===== config.mk =====
export PLATFORM = sky130hd
export DESIGN_NAME = track_table_manager_top
export DESIGN_NICKNAME = d
export VERILOG_FILES = /design/src/hdl/ttm_pkg.sv /design/src/hdl/track_table_manager_top.sv /design/src/hdl/ttm_ctrl.sv /design/src/hdl/ttm_datapath.sv
export SDC_FILE = /design/constraint.sdc
export NUM_CORES = 2
export LEC_CHECK = 0
export ABC_CLOCK_PERIOD_IN_PS = 7900
export BUFFER_PORTS_ARGS = -buffer_cell sky130_fd_sc_hd__buf_2
export CAP_MARGIN = 5
export CORE_UTILIZATION = 57
export DETAILED_ROUTE_END_ITERATION = 10
export GPL_TIMING_DRIVEN = 0
export PLACE_DENSITY = 0.76
export SYNTH_ARGS = -nofsm -noshare
export SYNTH_HDL_FRONTEND = slang
export SYNTH_SLANG_ARGS = --single-unit
export TNS_END_PERCENT = 100

===== constraint.sdc =====
create_clock -name aclk -period 7.9 [get_ports aclk]
set_input_delay 1.58 -clock aclk [delete_from_list [all_inputs] [get_ports aclk]]
set_output_delay 1.58 -clock aclk [all_outputs]
set_load 0.005 [all_outputs]

===== src/hdl/ttm_pkg.sv =====
// ----------------------------------------------------------------------------
// ttm_pkg
// Shared types and constants for the track table manager.
// ----------------------------------------------------------------------------
package ttm_pkg;

    localparam int MAX_TRACKS_DEF = 32;
    localparam int COORD_BITS_DEF = 16;

    localparam int ID_W       = 16;
    localparam int GATE_W     = 16;
    localparam int CNT8_W     = 8;
    localparam int CFG_ADDR_W = 2;
    localparam int CFG_DATA_W = 16;

    // configuration register indexes
    localparam logic [CFG_ADDR_W-1:0] CFG_GATE    = 2'd0;
    localparam logic [CFG_ADDR_W-1:0] CFG_CONFIRM = 2'd1;
    localparam logic [CFG_ADDR_W-1:0] CFG_DROP    = 2'd2;

    localparam logic [GATE_W-1:0] GATE_RST    = 16'd500;
    localparam logic [CNT8_W-1:0] CONFIRM_RST = 8'd3;
    localparam logic [CNT8_W-1:0] DROP_RST    = 8'd3;
    localparam logic [CNT8_W-1:0] CNT8_MAX    = 8'hFF;

    // input command codes
    localparam logic CMD_DETECT = 1'b0;
    localparam logic CMD_EOF    = 1'b1;

    // controller to datapath
    typedef struct packed {
        logic       latch;      // capture input transaction, reset pointers
        logic       rd;         // read slot at pointer
        logic       mul_en;     // square one axis difference
        logic [1:0] axis;       // 0 = x, 1 = y, 2 = z
        logic       update;     // matched: rewrite slot at pointer
        logic       step;       // advance pointer
        logic       append;     // new slot at end of table
        logic       set_drop;   // table full
        logic       c_write;    // compaction: keep slot at write pointer
        logic       c_done;     // compaction finished
        logic       load_out;   // emit the slot just read
        logic       load_mark;  // emit the empty marker
        logic       load_pass;  // emit the pass-through record
        logic       clr_drop;   // frame closed
    } ttm_cmd_t;

    // datapath to controller
    typedef struct packed {
        logic cmd_eof;
        logic passthru;
        logic at_end;
        logic full;
        logic hit;
        logic conf;
        logic is_last;
        logic n_zero;
        logic out_free;
    } ttm_stat_t;

endpackage


===== src/hdl/track_table_manager_top.sv =====
// ----------------------------------------------------------------------------
// track_table_manager_top
// Ordered track table with distance gating, hit confirmation and miss removal.
// ----------------------------------------------------------------------------
//  channel  | direction | handshake          | payload
//  s_       | in        | s_tvalid/s_tready  | s_tdata, s_tuser (command)
//  m_       | out       | m_tvalid/m_tready  | m_tdata, m_tuser, m_tlast
//  cfg_     | in        | cfg_wr_en          | cfg_addr, cfg_wdata
//
//  A detection walks the table one slot at a time through the slot memory's
//  single read port and a shared multiplier. End of frame compacts the
//  table slot by slot, then scans the slots for emission; output stalls
//  hold the sequencer. Reset is synchronous, active low, and leaves an
//  empty table with no clearing pass.
// ----------------------------------------------------------------------------
module track_table_manager_top #(
    parameter int MAX_TRACKS = ttm_pkg::MAX_TRACKS_DEF,
    parameter int COORD_BITS = ttm_pkg::COORD_BITS_DEF
) (
    input  logic                            aclk,
    input  logic                            aresetn,
    input  logic                            cfg_wr_en,
    input  logic [ttm_pkg::CFG_ADDR_W-1:0]  cfg_addr,
    input  logic [ttm_pkg::CFG_DATA_W-1:0]  cfg_wdata,
    input  logic                            s_tvalid,
    output logic                            s_tready,
    // pos_x, pos_y, pos_z, source_id
    input  logic [((3*COORD_BITS+ttm_pkg::ID_W+7)/8)*8-1:0] s_tdata,
    // command
    input  logic                            s_tuser,
    output logic                            m_tvalid,
    input  logic                            m_tready,
    // track_id, out_x, out_y, out_z
    output logic [((3*COORD_BITS+ttm_pkg::ID_W+7)/8)*8-1:0] m_tdata,
    // valid_res, overflowed
    output logic [1:0]                      m_tuser,
    output logic                            m_tlast
);
    import ttm_pkg::*;

    localparam int TD_W  = ((3*COORD_BITS+ID_W+7)/8)*8;
    localparam int PAD_W = TD_W - (3*COORD_BITS + ID_W);

    ttm_cmd_t  cmd;
    ttm_stat_t stat;

    logic [ID_W-1:0]              out_id;
    logic signed [COORD_BITS-1:0] out_x, out_y, out_z;
    logic                         out_valid, out_ovf;

    ttm_ctrl u_ctrl (
        .aclk     (aclk),
        .aresetn  (aresetn),
        .s_tvalid (s_tvalid),
        .s_tready (s_tready),
        .stat     (stat),
        .cmd      (cmd)
    );

    ttm_datapath #(
        .MAX_TRACKS (MAX_TRACKS),
        .COORD_BITS (COORD_BITS)
    ) u_dp (
        .aclk      (aclk),
        .aresetn   (aresetn),
        .cfg_wr_en (cfg_wr_en),
        .cfg_addr  (cfg_addr),
        .cfg_wdata (cfg_wdata),
        .in_cmd    (s_tuser),
        .in_x      (s_tdata[COORD_BITS-1:0]),
        .in_y      (s_tdata[2*COORD_BITS-1:COORD_BITS]),
        .in_z      (s_tdata[3*COORD_BITS-1:2*COORD_BITS]),
        .in_src    (s_tdata[3*COORD_BITS+ID_W-1:3*COORD_BITS]),
        .m_tready  (m_tready),
        .m_tvalid  (m_tvalid),
        .out_id    (out_id),
        .out_x     (out_x),
        .out_y     (out_y),
        .out_z     (out_z),
        .out_valid (out_valid),
        .out_last  (m_tlast),
        .out_ovf   (out_ovf),
        .cmd       (cmd),
        .stat      (stat)
    );

    // result packing, first field lowest
    assign m_tdata = TD_W'({out_z, out_y, out_x, out_id});
    assign m_tuser = {out_ovf, out_valid};

    // pad bits of s_tdata carry nothing
    if (PAD_W > 0) begin : g_pad
        logic unused_pad;
        assign unused_pad = ^s_tdata[TD_W-1:TD_W-PAD_W];
    end

endmodule


===== src/hdl/ttm_ctrl.sv =====
// ----------------------------------------------------------------------------
// ttm_ctrl
// Sequencer for match scan, end-of-frame compaction and emission.
// ----------------------------------------------------------------------------
module ttm_ctrl (
    input  logic               aclk,
    input  logic               aresetn,
    input  logic               s_tvalid,
    output logic               s_tready,
    input  ttm_pkg::ttm_stat_t stat,
    output ttm_pkg::ttm_cmd_t  cmd
);
    import ttm_pkg::*;

    typedef enum logic [3:0] {
        ST_IDLE, ST_PASS,
        ST_SCHK, ST_SRD, ST_AX0, ST_AX1, ST_AX2, ST_SCMP,
        ST_CCHK, ST_CRD, ST_CWR,
        ST_ERD, ST_EOUT, ST_EMARK
    } state_t;

    state_t state_reg, state_next;

    assign s_tready = (state_reg == ST_IDLE);

    // next state and commands
    always_comb begin
        state_next = state_reg;
        cmd        = '0;
        case (state_reg)
            ST_IDLE: begin
                if (s_tvalid) begin
                    cmd.latch = 1'b1;
                    if (stat.cmd_eof)
                        state_next = ST_CCHK;
                    else if (stat.passthru)
                        state_next = ST_PASS;
                    else
                        state_next = ST_SCHK;
                end
            end
            ST_PASS: begin
                if (stat.out_free) begin
                    cmd.load_pass = 1'b1;
                    state_next    = ST_IDLE;
                end
            end
            ST_SCHK: begin
                if (stat.at_end) begin
                    if (stat.full)
                        cmd.set_drop = 1'b1;
                    else
                        cmd.append = 1'b1;
                    state_next = ST_IDLE;
                end else begin
                    state_next = ST_SRD;
                end
            end
            ST_SRD: begin
                cmd.rd     = 1'b1;
                state_next = ST_AX0;
            end
            ST_AX0: begin
                cmd.mul_en = 1'b1;
                cmd.axis   = 2'd0;
                state_next = ST_AX1;
            end
            ST_AX1: begin
                cmd.mul_en = 1'b1;
                cmd.axis   = 2'd1;
                state_next = ST_AX2;
            end
            ST_AX2: begin
                cmd.mul_en = 1'b1;
                cmd.axis   = 2'd2;
                state_next = ST_SCMP;
            end
            ST_SCMP: begin
                if (stat.hit) begin
                    cmd.update = 1'b1;
                    state_next = ST_IDLE;
                end else begin
                    cmd.step   = 1'b1;
                    state_next = ST_SCHK;
                end
            end
            ST_CCHK: begin
                if (stat.at_end) begin
                    cmd.c_done = 1'b1;
                    state_next = stat.n_zero ? ST_EMARK : ST_ERD;
                end else begin
                    state_next = ST_CRD;
                end
            end
            ST_CRD: begin
                cmd.rd     = 1'b1;
                state_next = ST_CWR;
            end
            ST_CWR: begin
                cmd.c_write = 1'b1;
                cmd.step    = 1'b1;
                state_next  = ST_CCHK;
            end
            ST_ERD: begin
                cmd.rd     = 1'b1;
                state_next = ST_EOUT;
            end
            ST_EOUT: begin
                if (!stat.conf) begin
                    cmd.step   = 1'b1;
                    state_next = ST_ERD;
                end else if (stat.out_free) begin
                    cmd.load_out = 1'b1;
                    cmd.step     = 1'b1;
                    if (stat.is_last) begin
                        cmd.clr_drop = 1'b1;
                        state_next   = ST_IDLE;
                    end else begin
                        state_next = ST_ERD;
                    end
                end
            end
            ST_EMARK: begin
                if (stat.out_free) begin
                    cmd.load_mark = 1'b1;
                    cmd.clr_drop  = 1'b1;
                    state_next    = ST_IDLE;
                end
            end
            default: state_next = ST_IDLE;
        endcase
    end

    // state register
    always_ff @(posedge aclk) begin
        if (!aresetn)
            state_reg <= ST_IDLE;
        else
            state_reg <= state_next;
    end

endmodule


===== src/hdl/ttm_datapath.sv =====
// ----------------------------------------------------------------------------
// ttm_datapath
// Slot memory, distance unit, counters, configuration and output register.
// ----------------------------------------------------------------------------
module ttm_datapath #(
    parameter int MAX_TRACKS = ttm_pkg::MAX_TRACKS_DEF,
    parameter int COORD_BITS = ttm_pkg::COORD_BITS_DEF
) (
    input  logic                                aclk,
    input  logic                                aresetn,
    // configuration
    input  logic                                cfg_wr_en,
    input  logic [ttm_pkg::CFG_ADDR_W-1:0]      cfg_addr,
    input  logic [ttm_pkg::CFG_DATA_W-1:0]      cfg_wdata,
    // input transaction fields
    input  logic                                in_cmd,
    input  logic signed [COORD_BITS-1:0]        in_x,
    input  logic signed [COORD_BITS-1:0]        in_y,
    input  logic signed [COORD_BITS-1:0]        in_z,
    input  logic [ttm_pkg::ID_W-1:0]            in_src,
    // result register
    input  logic                                m_tready,
    output logic                                m_tvalid,
    output logic [ttm_pkg::ID_W-1:0]            out_id,
    output logic signed [COORD_BITS-1:0]        out_x,
    output logic signed [COORD_BITS-1:0]        out_y,
    output logic signed [COORD_BITS-1:0]        out_z,
    output logic                                out_valid,
    output logic                                out_last,
    output logic                                out_ovf,
    // controller link
    input  ttm_pkg::ttm_cmd_t                   cmd,
    output ttm_pkg::ttm_stat_t                  stat
);
    import ttm_pkg::*;

    localparam int IDX_W = $clog2(MAX_TRACKS);
    localparam int CNT_W = $clog2(MAX_TRACKS + 1);
    localparam int DIF_W = COORD_BITS + 1;
    localparam int SQ_W  = 2 * DIF_W;
    localparam int ACC_W = SQ_W + 2;
    localparam int G2_W  = 2 * GATE_W;
    localparam int CMP_W = (ACC_W > G2_W) ? ACC_W : G2_W;
    localparam logic [CNT_W-1:0] FULL_CNT = CNT_W'(MAX_TRACKS);

    typedef struct packed {
        logic signed [COORD_BITS-1:0] x;
        logic signed [COORD_BITS-1:0] y;
        logic signed [COORD_BITS-1:0] z;
        logic                         conf;
        logic [ID_W-1:0]              id;
        logic [CNT8_W-1:0]            hits;
        logic [CNT8_W-1:0]            misses;
        logic                         seen;
    } slot_t;

    // configuration registers
    logic [GATE_W-1:0] gate_reg;
    logic [CNT8_W-1:0] confirm_reg, drop_reg;
    logic [G2_W-1:0]   gate2_reg;

    // control counters
    logic [CNT_W-1:0] cnt_reg, ptr_reg, wptr_reg, ncf_reg, k_reg;
    logic [ID_W-1:0]  id_ctr_reg;
    logic             drop_reg_flag;

    // latched transaction
    logic signed [COORD_BITS-1:0] det_x_reg, det_y_reg, det_z_reg;
    logic [ID_W-1:0]              det_src_reg;

    // memory and read data
    slot_t mem [MAX_TRACKS];
    slot_t rd_reg;

    // distance unit
    logic signed [DIF_W-1:0] diff;
    logic signed [SQ_W-1:0]  prod;
    logic [SQ_W-1:0]         sq_reg;
    logic [ACC_W-1:0]        acc_reg;
    logic [CMP_W-1:0]        dist_sum;

    // output register
    logic m_tvalid_reg;

    logic             out_free;
    logic [CNT8_W-1:0] hits_inc, miss_inc, miss_new;
    logic             promo_upd, promo_app, keep;
    slot_t            wr_data;
    logic [IDX_W-1:0] wr_addr;
    logic             wr_en;

    assign out_free = !m_tvalid_reg || m_tready;

    // configuration writes
    always_ff @(posedge aclk) begin
        if (!aresetn) begin
            gate_reg    <= GATE_RST;
            confirm_reg <= CONFIRM_RST;
            drop_reg    <= DROP_RST;
        end else if (cfg_wr_en) begin
            case (cfg_addr)
                CFG_GATE:    gate_reg    <= cfg_wdata[GATE_W-1:0];
                CFG_CONFIRM: confirm_reg <= cfg_wdata[CNT8_W-1:0];
                CFG_DROP:    drop_reg    <= cfg_wdata[CNT8_W-1:0];
                default:     ;
            endcase
        end
    end

    // squared gate, settles while idle
    always_ff @(posedge aclk) begin
        gate2_reg <= gate_reg * gate_reg;
    end

    // axis difference and squaring, accumulated over the three axes
    always_comb begin
        case (cmd.axis)
            2'd0:    diff = DIF_W'(det_x_reg) - DIF_W'(rd_reg.x);
            2'd1:    diff = DIF_W'(det_y_reg) - DIF_W'(rd_reg.y);
            default: diff = DIF_W'(det_z_reg) - DIF_W'(rd_reg.z);
        endcase
    end

    assign prod = diff * diff;

    always_ff @(posedge aclk) begin
        if (cmd.mul_en) begin
            sq_reg  <= prod;
            acc_reg <= (cmd.axis == 2'd0) ? '0 : acc_reg + ACC_W'(sq_reg);
        end
    end

    assign dist_sum = CMP_W'(acc_reg) + CMP_W'(sq_reg);

    // slot update values
    assign hits_inc  = (rd_reg.hits == CNT8_MAX) ? CNT8_MAX : rd_reg.hits + 8'd1;
    assign miss_inc  = (rd_reg.misses == CNT8_MAX) ? CNT8_MAX : rd_reg.misses + 8'd1;
    assign miss_new  = rd_reg.seen ? rd_reg.misses : miss_inc;
    assign keep      = rd_reg.seen || (miss_new < drop_reg);
    assign promo_upd = !rd_reg.conf && (hits_inc >= confirm_reg);
    assign promo_app = (confirm_reg <= 8'd1);

    // memory write selection
    always_comb begin
        wr_data = rd_reg;
        wr_addr = ptr_reg[IDX_W-1:0];
        wr_en   = 1'b0;
        if (cmd.update) begin
            wr_en          = 1'b1;
            wr_data.x      = det_x_reg;
            wr_data.y      = det_y_reg;
            wr_data.z      = det_z_reg;
            wr_data.hits   = hits_inc;
            wr_data.misses = '0;
            wr_data.seen   = 1'b1;
            if (promo_upd) begin
                wr_data.conf = 1'b1;
                wr_data.id   = id_ctr_reg;
            end
        end else if (cmd.append) begin
            wr_en          = 1'b1;
            wr_data.x      = det_x_reg;
            wr_data.y      = det_y_reg;
            wr_data.z      = det_z_reg;
            wr_data.conf   = promo_app;
            wr_data.id     = promo_app ? id_ctr_reg : '0;
            wr_data.hits   = 8'd1;
            wr_data.misses = '0;
            wr_data.seen   = 1'b1;
        end else if (cmd.c_write && keep) begin
            wr_en          = 1'b1;
            wr_addr        = wptr_reg[IDX_W-1:0];
            wr_data.misses = miss_new;
            wr_data.seen   = 1'b0;
        end
    end

    // slot memory, one write and one registered read
    always_ff @(posedge aclk) begin
        if (wr_en)
            mem[wr_addr] <= wr_data;
        if (cmd.rd)
            rd_reg <= mem[ptr_reg[IDX_W-1:0]];
    end

    // latched transaction fields
    always_ff @(posedge aclk) begin
        if (cmd.latch) begin
            det_x_reg   <= in_x;
            det_y_reg   <= in_y;
            det_z_reg   <= in_z;
            det_src_reg <= in_src;
        end
    end

    // counters, id counter and drop flag
    always_ff @(posedge aclk) begin
        if (!aresetn) begin
            cnt_reg       <= '0;
            ptr_reg       <= '0;
            wptr_reg      <= '0;
            ncf_reg       <= '0;
            k_reg         <= '0;
            id_ctr_reg    <= '0;
            drop_reg_flag <= 1'b0;
        end else begin
            if (cmd.latch) begin
                ptr_reg  <= '0;
                wptr_reg <= '0;
                ncf_reg  <= '0;
            end
            if (cmd.step)
                ptr_reg <= ptr_reg + 1'b1;
            if (cmd.append)
                cnt_reg <= cnt_reg + 1'b1;
            if ((cmd.update && promo_upd) || (cmd.append && promo_app))
                id_ctr_reg <= id_ctr_reg + 1'b1;
            if (cmd.set_drop)
                drop_reg_flag <= 1'b1;
            if (cmd.c_write && keep) begin
                wptr_reg <= wptr_reg + 1'b1;
                if (rd_reg.conf)
                    ncf_reg <= ncf_reg + 1'b1;
            end
            if (cmd.c_done) begin
                cnt_reg <= wptr_reg;
                ptr_reg <= '0;
                k_reg   <= '0;
            end
            if (cmd.load_out)
                k_reg <= k_reg + 1'b1;
            if (cmd.clr_drop)
                drop_reg_flag <= 1'b0;
        end
    end

    // result register
    always_ff @(posedge aclk) begin
        if (!aresetn) begin
            m_tvalid_reg <= 1'b0;
        end else if (cmd.load_out || cmd.load_mark || cmd.load_pass) begin
            m_tvalid_reg <= 1'b1;
        end else if (m_tready) begin
            m_tvalid_reg <= 1'b0;
        end
    end

    always_ff @(posedge aclk) begin
        if (cmd.load_out) begin
            out_id    <= rd_reg.id;
            out_x     <= rd_reg.x;
            out_y     <= rd_reg.y;
            out_z     <= rd_reg.z;
            out_valid <= 1'b1;
            out_last  <= (k_reg + 1'b1 == ncf_reg);
            out_ovf   <= drop_reg_flag;
        end else if (cmd.load_mark) begin
            out_id    <= '0;
            out_x     <= '0;
            out_y     <= '0;
            out_z     <= '0;
            out_valid <= 1'b0;
            out_last  <= 1'b1;
            out_ovf   <= drop_reg_flag;
        end else if (cmd.load_pass) begin
            out_id    <= det_src_reg;
            out_x     <= det_x_reg;
            out_y     <= det_y_reg;
            out_z     <= det_z_reg;
            out_valid <= 1'b1;
            out_last  <= 1'b1;
            out_ovf   <= drop_reg_flag;
        end
    end

    assign m_tvalid = m_tvalid_reg;

    // status to controller
    assign stat.cmd_eof  = (in_cmd == CMD_EOF);
    assign stat.passthru = (confirm_reg == '0);
    assign stat.at_end   = (ptr_reg == cnt_reg);
    assign stat.full     = (cnt_reg == FULL_CNT);
    assign stat.hit      = (dist_sum < CMP_W'(gate2_reg));
    assign stat.conf     = rd_reg.conf;
    assign stat.is_last  = (k_reg + 1'b1 == ncf_reg);
    assign stat.n_zero   = (ncf_reg == '0);
    assign stat.out_free = out_free;

`ifndef SYNTH
    a_cnt_range: assert property (@(posedge aclk) disable iff (!aresetn)
        cnt_reg <= FULL_CNT)
        else $error("slot count beyond table depth");
    a_append_room: assert property (@(posedge aclk) disable iff (!aresetn)
        cmd.append |-> (cnt_reg < FULL_CNT) && (ptr_reg == cnt_reg))
        else $error("append without room or off the table end");
    a_wptr_behind: assert property (@(posedge aclk) disable iff (!aresetn)
        cmd.c_write |-> wptr_reg <= ptr_reg)
        else $error("compaction write overtook read");
    a_emit_count: assert property (@(posedge aclk) disable iff (!aresetn)
        cmd.load_out |-> k_reg < ncf_reg)
        else $error("more records emitted than confirmed slots");
`endif

endmodule


==> flow_summary_export.csv <==
group,metric,value,unit
worst_setup_path,startpoint_type,"flop",
finish,layout-drive-gt1-share,23.8,%
finish,fillers,15100,
floorplanning,initial_core_util,57.6,%
finish,areaGrowthSynthToFinish,15.5,%
floorplanning,fp.dieH,493,um
place,dp_hpwl,268000,um
clocking,ctsRootBufferMaster,"clkbuf_16",
floorplanning,coreArea,239000,um2
sta,grt_setup_unrepaired,"yes",
synthesis,ys_seq_elements,3021,
worst_setup_path,worstSetupPathType,"reg -> reg",
synthesis,synth.distinct_cells,96,
worst_setup_path,r2r_end,"u_dp.sq_reg[31]",
worst_setup_path,crit_top_cell,"inv_1",
finish,nets,9404,
sta,drv_slew,0,
synthesis,synth_area,137000,um2
place,numPortBuffers,155,
synthesis,yosysSeqAreaShare,65.2,%
worst_setup_path,crit_arrival,9.29,ns
floorplanning,die-area,243000,um2
worst_setup_path,required,8.56,ns
synthesis,synthFlopType,"edfxtp_1",
route,wire_per_inst,34.8,um
route,drc,0,
place,gp_congestion,0.971,
sta,worst_hold_slack,0.479,ns
route,routed_wl,416000,um
worst_setup_path,cp_slowest_cell,"xnor2_1",
synthesis,synthTopCellsByCount,"edfxtp_1, mux4_2, inv_1",
route,ant_nets,0,
synthesis,yosysMostFrequentCell,"edfxtp_1",
synthesis,async_reset_ff_share,0,%
route,drt-initial-drc-count,13000,
synthesis,synthCells,7787,
floorplanning,die_w,493,um
route,num_vias,81300,
grt,grt_max_degree,46,
sta,min_period,8.63,ns
synthesis,synth.avg_cell_area,17.6,um2
clocking,clockBufferDepth,4,
clocking,cts_tree,"yes",
clocking,htreeDepth,5,
outcome,violations,"setup timing",
clocking,cts_buffers,315,
clocking,clk_latency,0.99,ns
job,cap_violations,0,
sta,fin_crit_sh,109,%
worst_setup_path,r2r-start,"u_dp.rd_reg[35]",
min_path,min_to,"u_dp.out_ovf",
worst_setup_path,cpPeakStageDelay,0.78,ns
outcome,status,"complete, but fails checks",
synthesis,yosys-top-cells-area,"edfxtp_1, mux4_2, fa_1",
sta,tns,-8.44,ns
place,dpl_worst_slack,-2.39,ns
route,firstDrtPassIters,7,
min_path,hold_class,"reg -> reg",
worst_setup_path,r2r_slack,-0.73,ns
worst_setup_path,critPathCaptureType,"flop",
route,via_per_inst,6.80,
synthesis,yosys.area.top_type,"edfxtp_1",
min_path,min_path_cells,0,
worst_setup_path,worstRegToRegCells,32,
clocking,clk_pin_slew,0.07,ns
grt,grt_pass1_wl,584000,um
finish,multi_input_comb_area,45500,um2
sta,slew_headroom,1.66,%
synthesis,synth_edf_count,2905,
finish,largest_reg_flops,2624,
synthesis,synth_nets,8637,
min_path,worstHoldStart,"u_dp.drop_reg_flag",
finish,final-seq-area,89600,um2
grt,antenna_found_initial,26,
synthesis,yosys_warnings,0,
grt,overflow,0,
grt,grt.total_usage,34.3,%
clocking,cts.sinks,3021,
floorplanning,ios,157,
sta,fmaxAchievable,0.116,GHz
sta,final.setup.worst_slack,-0.729,ns
sta,worst_pin_slew,1.48,ns
worst_setup_path,cp_max_fo,10,
synthesis,synth.top_cell.area_share,63.5,%
grt,grt_pass1_vias,82200,
floorplanning,rows,179,
sta,setup_viol,17,
sta,fin_skew,0.102,ns
sta,finalHoldViolations,0,
## layout make-up
cell class                 instances  share of cell area [%]
inverter                         666                    1.60
sequential                      3021                    56.4
multi-input combinational       3762                    28.7
tap                             3167                    2.50
clock inverter                   165                    1.10
antenna                            9                  0.0142
timing repair buffer             451                    3.52
buffer                           337                   0.996
clock buffer                     375                    5.19
## placed cells by master (no fill, tap or decap), types with 120 or more instances in the layout
| cell | count |
|---|---|
| a21oi_1 | 147 |
| nand3_1 | 139 |
| nor2_1 | 229 |
| nand2_1 | 494 |
| inv_1 | 630 |
| clkbuf_16 | 327 |
| buf_2 | 167 |
| mux4_2 | 820 |
| fa_1 | 423 |
| ha_1 | 300 |
| clkbuf_1 | 267 |
| edfxtp_1 | 2905 |
| buf_12 | 120 |
## worst max-delay path: cells and delay by family, from the launching register on
| family | cells | cell delay [ns] |
|---|---|---|
| DFF | 1 | 0.39 |
| AOI/OAI and AO/OA | 9 | 2.04 |
| adders and majority gates | 8 | 3.25 |
| and+or+nand+nor | 5 | 0.85 |
| xor gates and xnor gates | 2 | 0.90 |
| buffers and inverters | 8 | 0.89 |
## cells by family after synthesis
group           count (synthesis)  synth area share [%]
simple gates                 1280                  4.33
buf+inv                      1004                  2.78
mux                           947                  14.4
compound gates                609                  2.90
fa+ha+maj                     762                  9.33
flops                        3021                  65.2
xor+xnor                      164                  1.05
## metal layers
layer,up-vias,share of wire (%),track usage [%]
li1,31400,-,-
met1,41400,34,45.0
met2,6953,46,52.7
met3,1455,13,8.41
met4,12,7.1,20.0
met5,-,0.046,0.235
## per-stage QoR
step	utilization (%)	cells	cell area (um2)
after floorplan	-	7787	137000
final	66.5	12000	159000
after global placement	59.5	11100	142000
after global routing	66.5	11900	159000
after detailed placement	61.3	11300	146000
after CTS	66.2	11900	158000
## what timing repair did
item / 4_1_cts / 5_1_grt
setup buffers: 91 / 29
pin swaps: 116 / 84
hold buffers: 0 / 0
gates cloned: 1 / 0
gates resized for setup: 226 / 102
setup endpoints to repair: 24 / 23
## how the worst max path moves through the flow
stage | to | depth (start not counted) | from | slack (ns)
finish | u_dp.sq_reg[31] | 32 | u_dp.rd_reg[35] | -0.73
CTS | u_dp.sq_reg[33] | 34 | u_dp.det_y_reg[0] | -0.53
global placement | u_dp.mem[25][36] | 21 | u_dp.acc_reg[0] | -7.06
global route | u_dp.sq_reg[32] | 30 | u_dp.det_z_reg[2] | -0.84
floorplan | u_dp.mem[21][0] | 19 | u_dp.acc_reg[3] | -0.16
detailed placement | u_dp.sq_reg[32] | 32 | u_dp.rd_reg[35] | -2.39
Power is not shown: default switching activity piles up to over one toggle a cycle in this logic, so the estimate is an artifact.
